## src/rtl/delpr_pkg.sv

```systemverilog
`default_nettype none
package delpr_pkg;

   localparam int SENSOR_CHANNELS_DEF = 14;
   localparam int BUTTON_CHANNELS_DEF = 3;
   localparam int SENSOR_TABLE_LEN    = 32;
   localparam int BUTTON_TABLE_LEN    = 16;

   localparam int SENSOR_Q_W  = 16;
   localparam int BUTTON_Q_W  = 20;
   localparam int PIN_W       = 8;
   localparam int CSR_INDEX_W = 2;
   localparam int CSR_DATA_W  = 20;

   localparam logic [SENSOR_Q_W-1:0] SENSOR_DEBOUNCE_RST = SENSOR_Q_W'(50);
   localparam logic [BUTTON_Q_W-1:0] BUTTON_DEBOUNCE_RST = BUTTON_Q_W'(100000);
   localparam logic [PIN_W-1:0]      NO_PIN              = 8'hFF;

   localparam logic ACTION_TICK = 1'b0;
   localparam logic ACTION_READ = 1'b1;

   typedef enum logic [CSR_INDEX_W-1:0] {
      CSR_SENSOR_DEBOUNCE = 2'd0,
      CSR_BUTTON_DEBOUNCE = 2'd1
   } csr_index_type;

   typedef logic [PIN_W-1:0] pin_type;

   // entries past the board's wiring read as pin 0
   localparam pin_type SENSOR_PIN_TABLE [SENSOR_TABLE_LEN] = '{
      8'd4, 8'd5, 8'd18, 8'd32, 8'd13, 8'd14, 8'd15, 8'd16,
      8'd17, 8'd25, 8'd23, 8'd26, 8'd27, 8'd33, 8'd0, 8'd0,
      8'd0, 8'd0, 8'd0, 8'd0, 8'd0, 8'd0, 8'd0, 8'd0,
      8'd0, 8'd0, 8'd0, 8'd0, 8'd0, 8'd0, 8'd0, 8'd0
   };

   localparam pin_type BUTTON_PIN_TABLE [BUTTON_TABLE_LEN] = '{
      8'd19, 8'd0, 8'd12, 8'd0, 8'd0, 8'd0, 8'd0, 8'd0,
      8'd0, 8'd0, 8'd0, 8'd0, 8'd0, 8'd0, 8'd0, 8'd0
   };

   typedef struct packed {
      logic    hit;
      pin_type pin;
   } pick_type;

endpackage
`default_nettype wire

```

## src/rtl/debounced_event_latch_priority_read_core.sv

```systemverilog
// Debounced event latch with priority read-out. Each request beat is either a sample tick
// (action 0), carrying one level per sensor and button input, or a read (action 1). Every
// channel has its own lane with a saturating quiet counter: a sensor change counts only once
// more than sensor_debounce ticks have passed since the last counted change, a low arms the
// channel and a following high latches an event; a button latches an event when a low reading
// has held for more than button_debounce ticks. A read returns one response beat with the pin
// number of the lowest pending sensor, else the lowest pending button, and clears it; with
// nothing pending it returns pin 255 and state 0. Ticks give no response. The block takes one
// beat per cycle while req_stall is low: the lanes update as the priority merge decides, and the
// response register holds a read result while the next beat enters. req_stall rises only when
// that register is full and rsp_stall is high. Write the two debounce registers while idle.
`default_nettype none
module debounced_event_latch_priority_read_core
   import delpr_pkg::*;
#(
   parameter int SENSOR_CHANNELS = SENSOR_CHANNELS_DEF,
   parameter int BUTTON_CHANNELS = BUTTON_CHANNELS_DEF
) (
   input  wire logic                       clock,
   input  wire logic                       reset,

   input  wire logic                       req_valid,
   output logic                            req_stall,
   input  wire logic                       req_action,
   input  wire logic [SENSOR_CHANNELS-1:0] req_sensor_levels,
   input  wire logic [BUTTON_CHANNELS-1:0] req_button_levels,

   output logic                            rsp_valid,
   input  wire logic                       rsp_stall,
   output logic [PIN_W-1:0]                rsp_pin_number,
   output logic                            rsp_pin_state,

   input  wire logic                       csr_valid,
   output logic                            csr_ready,
   input  wire logic [CSR_INDEX_W-1:0]     csr_index,
   input  wire logic [CSR_DATA_W-1:0]      csr_data
);

   logic [SENSOR_Q_W-1:0]      sensor_debounce_ff;
   logic [BUTTON_Q_W-1:0]      button_debounce_ff;
   logic                       rsp_valid_ff, rsp_valid_in;
   pick_type                   rsp_pick_ff;
   logic                       accept;
   logic                       tick;
   logic                       read;
   logic [SENSOR_CHANNELS-1:0] sensor_pending;
   logic [BUTTON_CHANNELS-1:0] button_pending;
   logic [SENSOR_CHANNELS-1:0] sensor_grant;
   logic [BUTTON_CHANNELS-1:0] button_grant;
   pick_type                   pick;

   assign csr_ready = 1'b1;
   assign req_stall = rsp_valid_ff && rsp_stall;
   assign accept    = req_valid && !req_stall;
   assign tick      = accept && (req_action == ACTION_TICK);
   assign read      = accept && (req_action == ACTION_READ);

   always_ff @(posedge clock) begin
      if (reset) begin
         sensor_debounce_ff <= SENSOR_DEBOUNCE_RST;
         button_debounce_ff <= BUTTON_DEBOUNCE_RST;
      end else if (csr_valid && csr_ready) begin
         unique case (csr_index)
            CSR_SENSOR_DEBOUNCE: sensor_debounce_ff <= csr_data[SENSOR_Q_W-1:0];
            CSR_BUTTON_DEBOUNCE: button_debounce_ff <= csr_data[BUTTON_Q_W-1:0];
            default: ;
         endcase
      end
   end

   for (genvar s = 0; s < SENSOR_CHANNELS; s++) begin : g_sensor
      delpr_sensor_lane u_lane (
         .clock    (clock),
         .reset    (reset),
         .tick     (tick),
         .level    (req_sensor_levels[s]),
         .debounce (sensor_debounce_ff),
         .clear    (read && sensor_grant[s]),
         .pending  (sensor_pending[s])
      );
   end

   for (genvar b = 0; b < BUTTON_CHANNELS; b++) begin : g_button
      delpr_button_lane u_lane (
         .clock    (clock),
         .reset    (reset),
         .tick     (tick),
         .reading  (req_button_levels[b]),
         .debounce (button_debounce_ff),
         .clear    (read && button_grant[b]),
         .pending  (button_pending[b])
      );
   end

   delpr_merge #(
      .SENSOR_CHANNELS (SENSOR_CHANNELS),
      .BUTTON_CHANNELS (BUTTON_CHANNELS)
   ) u_merge (
      .sensor_pending (sensor_pending),
      .button_pending (button_pending),
      .sensor_grant   (sensor_grant),
      .button_grant   (button_grant),
      .pick           (pick)
   );

   // hold the response beat until taken
   always_comb begin
      if (read) begin
         rsp_valid_in = 1'b1;
      end else if (!rsp_stall) begin
         rsp_valid_in = 1'b0;
      end else begin
         rsp_valid_in = rsp_valid_ff;
      end
   end

   always_ff @(posedge clock) begin
      if (reset) begin
         rsp_valid_ff <= 1'b0;
      end else begin
         rsp_valid_ff <= rsp_valid_in;
      end
   end

   always_ff @(posedge clock) begin
      if (read) begin
         rsp_pick_ff <= pick;
      end
   end

   assign rsp_valid      = rsp_valid_ff;
   assign rsp_pin_number = rsp_pick_ff.pin;
   assign rsp_pin_state  = rsp_pick_ff.hit;

endmodule
`default_nettype wire

```

## src/rtl/delpr_sensor_lane.sv

```systemverilog
`default_nettype none
module delpr_sensor_lane
   import delpr_pkg::*;
(
   input  wire logic                  clock,
   input  wire logic                  reset,
   input  wire logic                  tick,
   input  wire logic                  level,
   input  wire logic [SENSOR_Q_W-1:0] debounce,
   input  wire logic                  clear,
   output logic                       pending
);

   logic                  prev_ff, prev_in;
   logic                  armed_ff, armed_in;
   logic                  pending_ff, pending_in;
   logic [SENSOR_Q_W-1:0] quiet_ff, quiet_in;
   logic [SENSOR_Q_W-1:0] quiet_inc;
   logic                  take;

   always_comb begin
      quiet_inc  = (quiet_ff == '1) ? quiet_ff : quiet_ff + 1'b1;
      take       = (level != prev_ff) && (quiet_inc > debounce);
      prev_in    = prev_ff;
      armed_in   = armed_ff;
      pending_in = pending_ff;
      quiet_in   = quiet_ff;
      if (tick) begin
         prev_in  = level;
         quiet_in = take ? '0 : quiet_inc;
         if (take) begin
            // low arms, high after arming latches the event
            if (!level && !armed_ff) begin
               armed_in = 1'b1;
            end else if (level && armed_ff) begin
               armed_in   = 1'b0;
               pending_in = 1'b1;
            end
         end
      end else if (clear) begin
         pending_in = 1'b0;
      end
   end

   always_ff @(posedge clock) begin
      if (reset) begin
         prev_ff    <= 1'b1;
         armed_ff   <= 1'b0;
         pending_ff <= 1'b0;
         quiet_ff   <= '1;
      end else begin
         prev_ff    <= prev_in;
         armed_ff   <= armed_in;
         pending_ff <= pending_in;
         quiet_ff   <= quiet_in;
      end
   end

   assign pending = pending_ff;

endmodule
`default_nettype wire

```

## src/rtl/delpr_button_lane.sv

```systemverilog
`default_nettype none
module delpr_button_lane
   import delpr_pkg::*;
(
   input  wire logic                  clock,
   input  wire logic                  reset,
   input  wire logic                  tick,
   input  wire logic                  reading,
   input  wire logic [BUTTON_Q_W-1:0] debounce,
   input  wire logic                  clear,
   output logic                       pending
);

   logic                  last_ff, last_in;
   logic                  stable_ff, stable_in;
   logic                  pending_ff, pending_in;
   logic [BUTTON_Q_W-1:0] quiet_ff, quiet_in;
   logic [BUTTON_Q_W-1:0] quiet_new;

   always_comb begin
      if (reading != last_ff) begin
         quiet_new = '0;
      end else begin
         quiet_new = (quiet_ff == '1) ? quiet_ff : quiet_ff + 1'b1;
      end
      last_in    = last_ff;
      stable_in  = stable_ff;
      pending_in = pending_ff;
      quiet_in   = quiet_ff;
      if (tick) begin
         last_in  = reading;
         quiet_in = quiet_new;
         if ((quiet_new > debounce) && (reading != stable_ff)) begin
            stable_in = reading;
            // latch on a settled press only
            if (!reading) begin
               pending_in = 1'b1;
            end
         end
      end else if (clear) begin
         pending_in = 1'b0;
      end
   end

   always_ff @(posedge clock) begin
      if (reset) begin
         last_ff    <= 1'b1;
         stable_ff  <= 1'b1;
         pending_ff <= 1'b0;
         quiet_ff   <= '1;
      end else begin
         last_ff    <= last_in;
         stable_ff  <= stable_in;
         pending_ff <= pending_in;
         quiet_ff   <= quiet_in;
      end
   end

   assign pending = pending_ff;

endmodule
`default_nettype wire

```

## src/rtl/delpr_merge.sv

```systemverilog
`default_nettype none
module delpr_merge
   import delpr_pkg::*;
#(
   parameter int SENSOR_CHANNELS = SENSOR_CHANNELS_DEF,
   parameter int BUTTON_CHANNELS = BUTTON_CHANNELS_DEF
) (
   input  wire logic [SENSOR_CHANNELS-1:0] sensor_pending,
   input  wire logic [BUTTON_CHANNELS-1:0] button_pending,
   output logic [SENSOR_CHANNELS-1:0]      sensor_grant,
   output logic [BUTTON_CHANNELS-1:0]      button_grant,
   output pick_type                        pick
);

   logic sensor_any;
   logic button_any;

   always_comb begin
      sensor_any = |sensor_pending;
      button_any = |button_pending;
      // lowest set bit wins
      sensor_grant = sensor_pending & ~(sensor_pending - 1'b1);
      button_grant = sensor_any ? '0 : (button_pending & ~(button_pending - 1'b1));

      pick.hit = sensor_any || button_any;
      pick.pin = NO_PIN;
      for (int i = BUTTON_CHANNELS - 1; i >= 0; i--) begin
         if (button_pending[i]) begin
            pick.pin = BUTTON_PIN_TABLE[i];
         end
      end
      for (int i = SENSOR_CHANNELS - 1; i >= 0; i--) begin
         if (sensor_pending[i]) begin
            pick.pin = SENSOR_PIN_TABLE[i];
         end
      end
   end

endmodule
`default_nettype wire

```

## config.mk

```make
export PLATFORM = sky130hd
export DESIGN_NAME = debounced_event_latch_priority_read_core
export DESIGN_NICKNAME = d
export VERILOG_FILES = /design/src/rtl/delpr_pkg.sv /design/src/rtl/debounced_event_latch_priority_read_core.sv /design/src/rtl/delpr_sensor_lane.sv /design/src/rtl/delpr_button_lane.sv /design/src/rtl/delpr_merge.sv
export SDC_FILE = /design/constraint.sdc
export NUM_CORES = 1
export LEC_CHECK = 0
export BUFFER_PORTS_ARGS = -buffer_cell sky130_fd_sc_hd__buf_2
export CORE_ASPECT_RATIO = 1.75
export CORE_MARGIN = 1
export CORE_UTILIZATION = 31
export DETAILED_ROUTE_END_ITERATION = 10
export REMOVE_ABC_BUFFERS = 1
export SLEW_MARGIN = 0
export SYNTH_ARGS = -nofsm -noshare
export SYNTH_HDL_FRONTEND = slang
export SYNTH_SLANG_ARGS = --single-unit
export TNS_END_PERCENT = 1
```

## constraint.sdc

```tcl
create_clock -name clock -period 4.2 [get_ports clock]
set_input_delay 0.21 -clock clock [delete_from_list [all_inputs] [get_ports clock]]
set_output_delay 0.21 -clock clock [all_outputs]
set_load 0.005 [all_outputs]
```

==> summary.md, run 1 <==
| Metric | Value |
|---|---|
| DR vias/cell | between 5 and 6 |
| Psw | 5.71 mW |
| Critical path data required time | around 4700 ps |
| Clock slew seen by the registers of the worst setup and hold paths | 70 ps |
| First-pass detailed-route iteration total | 6 |
| Final Wtd Congestion | around 0.91 |
| Fmax | roughly 240 MHz |
| Post-synth ARST share | 0 |
| Post-DP HPWL | just under 70 mm |
| Power per cell area | roughly 440 nW/um^2 |
| Port bufs | between 50 and 60 |
| Crit path from | g_sensor[12].u_lane.quiet_ff[9] |
| Comb pwr share | 0.427 |
| Die W | between 200 and 250 um |
| EDFF count, synth | 8 |
| Post-synthesis cell count | 3757 |
| Placeable Area | slightly above 90000 um^2 |
| Final Non-Filler Cells | approximately 5100 |
| Placed cell count | around 5000 |
| CTS tree | yes |
| Antenna-violating nets left | 0 |
| Slew headroom | 0.263 |
| Final Instance Area | ~33000 um^2 |
| Slew of the pin with the lowest slew margin | around 1100 ps |
| Sequential Power Share | 0.301 |
| Final hold viol count | 0 |
| Outcome | completed |
| WL/cell | between 15 and 20 um |
| Crit. End Element | flip-flop |
| NumNets Final | 4247 |
| Total Routed Length | ~94 mm |
| Fill cell count | just under 10000 |
| CP arrival | between 4000 and 5000 ps |
| Min setup slack post-route | 102 ps |
| Sw Share | 0.394 |
| Max Clock Skew | 35.9 ps |
| Cell Int Power | about 9 mW |
| Most frequent cells in the layout | 461 x nand2_1, 379 x a21oi_1, 370 x dfxtp_1 |
| DRC violations left | 0 |
| Initial antenna violation count | 3 |
| Placed cell area | 31100 um^2 |
| Clock power share | 0.271 |
| Worst Setup Start Kind | flip-flop |
| P&R area growth vs syn | 15.1% |
| Share of layout cells above drive strength 1 | 0.0938 |
| Crit share post-route | 0.976 |
| Leakage | 13.3 nW |
| Max-slew violations | 0 |
| Clk root buf | clkbuf_16 |
| Leading cell type in the layout, fill and taps excluded | nand2_1 |
| Main synth FF type | dfxtp_1 |
| Vias | 28500 |
| Hold path start | req_action |
| Rows | 147 |
| Setup Fix Bufs, Post-CTS | 0 |
| Area of the multi-input gates | approximately 20000 um^2 |
| Critical path class | reg -> reg |
| #FFs+latches synth | between 300 and 400 |
| Worst min path class | in -> reg |
| Max Cap Viol | 0 |
| IO Pins | between 50 and 60 |
| Ys Warns | 0 |
| First-pass GRT wire length | approximately 150 mm |
| CTS H-tree depth | 2 |
| Total track usage | 0.199 |
| Pre-CTS setup slack | ~150 ps |
| Reg area | about 7700 um^2 |
| Crit path max fanout | 7 |
| Skew-Pair Late Insertion Delay | just over 600 ps |
| CP max stage delay | 540 ps |
| Critical-path cell list | nand4_1 -> or3_1 -> o21ai_1 -> nor2_1 -> xor2_1 -> ha_1 -> nand4_1 -> or4_4 -> a21oi_2 -> a2111oi_2 -> or3_1 -> buf_4 -> and3_1 -> a311o_1 |
| Worst r2r src | g_sensor[12].u_lane.quiet_ff[9] |
| Post-synth cell types | 80 |
| Largest net degree at the start of global routing | around 140 |
| Final min period | about 4000 ps |
| Initial core utilization | 0.313 |
| Crit-path slowest cell | or4_4 |
| Total CTS buffers | roughly 40 |
| Post-synthesis cell area | between 20000 and 30000 um^2 |
| Die Y | 404 um |
| Vias in the first global route | roughly 28000 |
| Worst VDD drop | 0.340 mV |
| Clock net sink count | between 300 and 400 |
| Avg Inst Size Synth | roughly 7.6 um^2 |
| Setup violators final | 0 |
| First DRT Iteration DRCs | roughly 1600 |
| Clk buf depth | 3 |
| Seq/Total Area, Yosys | 0.268 |
| GRT overflow | 0 |
| Flop2flop setup slack | about 100 ps |
| RSZ-0062 raised after global routing | true |
| Die area | 93700 um^2 |
| Hold_ws | roughly 100 ps |
==> routing by layer <==
metal  GRT usage  share of wire
met1       0.209           0.39
met3      0.0247          0.040
met2       0.371           0.51
met4       0.120          0.061
met5           0        0.00015
==> synthesized netlist by cell type, types with 21 or more instances <==
cell | count | area (um^2)
dfxtp_1 | 372 | 7450
nor2_1 | 336 | 1260
xnor2_1 | 118 | 1030
a221o_1 | 56 | 561
or3_1 | 28 | 175
and4_1 | 21 | 184
a211o_1 | 31 | 272
nand3_1 | 214 | 1070
o211ai_1 | 63 | 473
a21oi_1 | 379 | 1900
and3_1 | 35 | 219
inv_1 | 105 | 394
o21ai_0 | 227 | 1140
nor2b_1 | 21 | 131
nor3_1 | 84 | 420
o31ai_1 | 36 | 270
a31oi_1 | 39 | 244
clkbuf_1 | 167 | 627
nand4_1 | 98 | 613
nand2_1 | 462 | 1730
o21a_1 | 39 | 293
nor4_1 | 51 | 319
xor2_1 | 70 | 613
ha_1 | 329 | 4120
buf_1 | 23 | 86.3
o311ai_0 | 33 | 289
a21o_1 | 31 | 233
==> worst max-delay path: cells and delay by family, from the launching register on <==
family	cells	cell delay [ps]
flops	1	440
simple gates	7	2110
buf+inv	1	180
xor+xnor	1	150
compound gates	4	810
fa+ha+maj	1	300
==> cells by family after synthesis <==
logic type	Yosys count	share of synthesized area
fa+ha+maj	329	0.144
compound gates	1071	0.238
other cells	1	0.000131
flops	380	0.268
mux	32	0.0119
buf+inv	301	0.0398
simple gates	1455	0.241
xor+xnor	188	0.0574
==> power by group through the flow <==
stage,Clock (mW),Sequential (mW),Combinational [mW]
finish,3.93,4.37,6.19
global route,4.17,4.42,6.98
CTS,4.05,4.36,6.14
detailed placement,0,4.44,6.07
global placement,0,4.43,5.99
floorplan,0,4.35,4.29
==> timing repair <==
item / CTS / global route
hold endpoints to repair: 55 / 0
setup endpoints to repair: 0 / 45
resized for setup: 0 / 16
hold buffers: 38 / 0
==> per-stage QoR <==
| step | power, mW | utilization | TNS, ps |
|---|---|---|---|
| 2_1_floorplan | 8.64 | - | -869100 |
| 3_3_place_gp | 10.4 | 0.340 | 0 |
| 3_5_place_dp | 10.5 | 0.340 | 0 |
| 4_1_cts | 14.6 | 0.359 | 0 |
| 5_1_grt | 15.6 | 0.360 | -1390 |
| 6_report | 14.5 | 0.360 | 0 |
==> flip-flops by register name (all words and copies together), names as in the netlist <==
register / cells
button_debounce_ff: 20
g_button.u_lane.pending: 3
g_button.u_lane.last_ff: 3
g_sensor.u_lane.armed_ff: 14
sensor_debounce_ff: 16
rsp_pin_number: 7
rsp_valid: 1
rsp_pin_state: 1
g_button.u_lane.stable_ff: 3
g_button.u_lane.quiet_ff: 60
g_sensor.u_lane.prev_ff: 14
g_sensor.u_lane.pending: 14
g_sensor.u_lane.quiet_ff: 224
==> area by class of cell <==
class | count | area share
Inverter | 106 | 0.0121
Clock buffer | 62 | 0.0384
Timing Repair Buffer | 268 | 0.0626
Clock inverter | 11 | 0.00444
Antenna cell | 2 | 0.000152
Sequential cell | 380 | 0.233
Multi-Input combinational cell | 3076 | 0.604
Tap cell | 1192 | 0.0452
==> path summary, 6_finish.rpt <==
check	endpoint	cells after the start
worst max-delay path	g_sensor[12].u_lane.quiet_ff[10]	14
worst min-delay path	g_button[1].u_lane.quiet_ff[18]	4
worst max register to register	g_sensor[12].u_lane.quiet_ff[10]	14
worst min register to register	sensor_debounce_ff[14]	2
Note: power is estimated with default switching activity, not from simulation.
==> run 2, diff against run 1 <==
- CORE_UTILIZATION: 31 -> 55
- PLACE_DENSITY: unset -> 0.74
==> summary.md, run 2 (synthesis results as in run 1) <==
| Metric | Value |
|---|---|
| Antenna cells | 0 |
| Placeable Area | slightly above 50000 um^2 |
| Outcome | completed |
| Rows | 110 |
| DR vias/cell | 6.35 |
| Clock slew seen by the registers of the worst setup and hold paths | 70 ps |
| DRC violations left | 0 |
| Max-slew violations | 0 |
| Largest regs | g_sensor.u_lane.quiet_ff (224), g_button.u_lane.quiet_ff (60), button_debounce_ff (20) |
| Largest net degree at the start of global routing | around 110 |
| GRT overflow | 0 |
| Vias in the first global route | 28000 |
| Power per cell area | ~440 nW/um^2 |
| IO Pins | 57 |
| Worst VDD drop | approximately 0.4 mV |
| Slew headroom | 0.208 |
| First-pass GRT wire length | 141 mm |
| Worst Setup Start Kind | flip-flop |
| Setup TNS Final | 0 ps |
| Fmax | roughly 250 MHz |
| Clk root buf | clkbuf_16 |
| CTS tree | yes |
| Sw Share | 0.394 |
| Sequential Power Share | 0.308 |
| Max Clock Skew | between 20 and 25 ps |
| Clock net sink count | between 300 and 400 |
| Port bufs | 55 |
| First DRT Iteration DRCs | approximately 2000 |
| Initial antenna violation count | 2 |
| First-pass detailed-route iteration total | 7 |
| Setup violators final | 0 |
| Total track usage | 0.325 |
| Clock power share | 0.263 |
| Most frequent cells in the layout | 462 x nand2_1, 379 x a21oi_1, 368 x dfxtp_1 |
| Worst min path class | in -> reg |
| RSZ-0062 raised after global routing | true |
| Slew of the pin with the lowest slew margin | ~1200 ps |
| Final Wtd Congestion | 0.920 |
| Total CTS buffers | between 40 and 50 |
| CTS H-tree depth | 2 |
| Critical path data required time | around 4700 ps |
| P&R area growth vs syn | 11.8% |
| Initial core utilization | 0.557 |
| Crit. End Element | flip-flop |
| Comb pwr share | 0.429 |
| Total Routed Length | 87.5 mm |
| Leading cell type in the layout, fill and taps excluded | nand2_1 |
| Post-layout util | 0.622 |
| Crit share post-route | 0.956 |
| Share of layout cells above drive strength 1 | 0.0900 |
| Leakage | 13.2 nW |
| Max Cap Viol | 0 |
| Crit path max fanout | 8 |
| Antenna-violating nets left | 0 |
| Cell Int Power | approximately 8.6 mW |
| Skew-Pair Late Insertion Delay | approximately 570 ps |
| WL/cell | slightly below 20 um |
| Post-DP HPWL | roughly 60 mm |
| Final hold viol count | 0 |
| Psw | approximately 5.6 mW |
| Die Y | between 300 and 400 um |
| CP arrival | approximately 4500 ps |
| Most flop-heavy register | g_sensor.u_lane.quiet_ff |
| Clk buf depth | 3 |
| Critical path class | reg -> reg |
| Largest register FFs | 224 |
| Final min period | around 4000 ps |
| NumNets Final | around 4200 |
| Die W | 175 um |
| Vias | between 20000 and 30000 |
| Die area | 53100 um^2 |
| Fill cell count | ~4700 |
run 2: path summary, 6_finish.rpt:
kind,cells after the start,endpoint,startpoint,slack (ps)
worst min register to register,2,button_debounce_ff[14],button_debounce_ff[14],450
worst max-delay path,15,g_sensor[12].u_lane.quiet_ff[10],g_sensor[12].u_lane.quiet_ff[9],180
worst min-delay path,3,g_sensor[2].u_lane.prev_ff,req_sensor_levels[2],5
worst max register to register,15,g_sensor[12].u_lane.quiet_ff[10],g_sensor[12].u_lane.quiet_ff[9],180
run 2: timing repair:
| item | 4_1_cts | 5_1_grt |
|---|---|---|
| endpoints found under the setup margin | 0 | 41 |
| hold buffers | 31 | 0 |
| buffers inserted | 0 | 1 |
| hold endpoints to repair | 47 | 0 |
| gates resized for setup | 0 | 21 |
run 2: area by class of cell:
class                      instances  area [um^2]  share of cell area
timing repair buffer             245         1850              0.0578
tap                              672          841              0.0262
sequential                       380         7690               0.240
inverter                         106          400              0.0125
multi-input combinational       3076        19900               0.622
clock inverter                    14          151             0.00473
clock buffer                      58         1170              0.0366
run 2: routing by layer:
| metal | up-vias | routed length, um | global-route usage |
|---|---|---|---|
| met4 | 4 | 6210 | 0.211 |
| met3 | 340 | 4660 | 0.0391 |
| met2 | 959 | 43600 | 0.590 |
| li1 | 14100 | - | - |
| met1 | 13500 | 33100 | 0.352 |
| met5 | - | 26 | 0 |
run 2: power by group through the flow:
stage                     sequential [mW]  combinational, mW  clock [mW]
final                                4.38               6.11        3.74
after global routing                 4.43               6.85        3.93
after CTS                            4.37               6.01        3.79
after detailed placement             4.44               5.95           0
after global placement               4.43               5.85           0
after floorplan                      4.35               4.29           0
run 2: worst max-delay path: stages, from the launching register on:
cell and delay, ps:
dfxtp_1 430, nand4_1 270, or3_4 500, o21ai_1 130, buf_4 170, nor2_1 70, xor2_1 140, ha_1 300
nand4_1 120, or4_4 530, a21oi_2 130, a2111oi_2 80, or3_1 390, buf_4 170, and3_1 160, a311o_1 300
run 2: stage by stage:
step	hold slack, ps	area (um^2)	setup slack, ps	total power, mW	cells
after floorplan	279	27900	-4760	8.64	3562
after global placement	441	30300	258	10.3	4447
after detailed placement	444	30300	190	10.4	4447
after CTS	0.00916	32000	176	14.2	4550
after global routing	8.42	32000	-12.1	15.2	4551
final	4.87	32000	184	14.2	4551
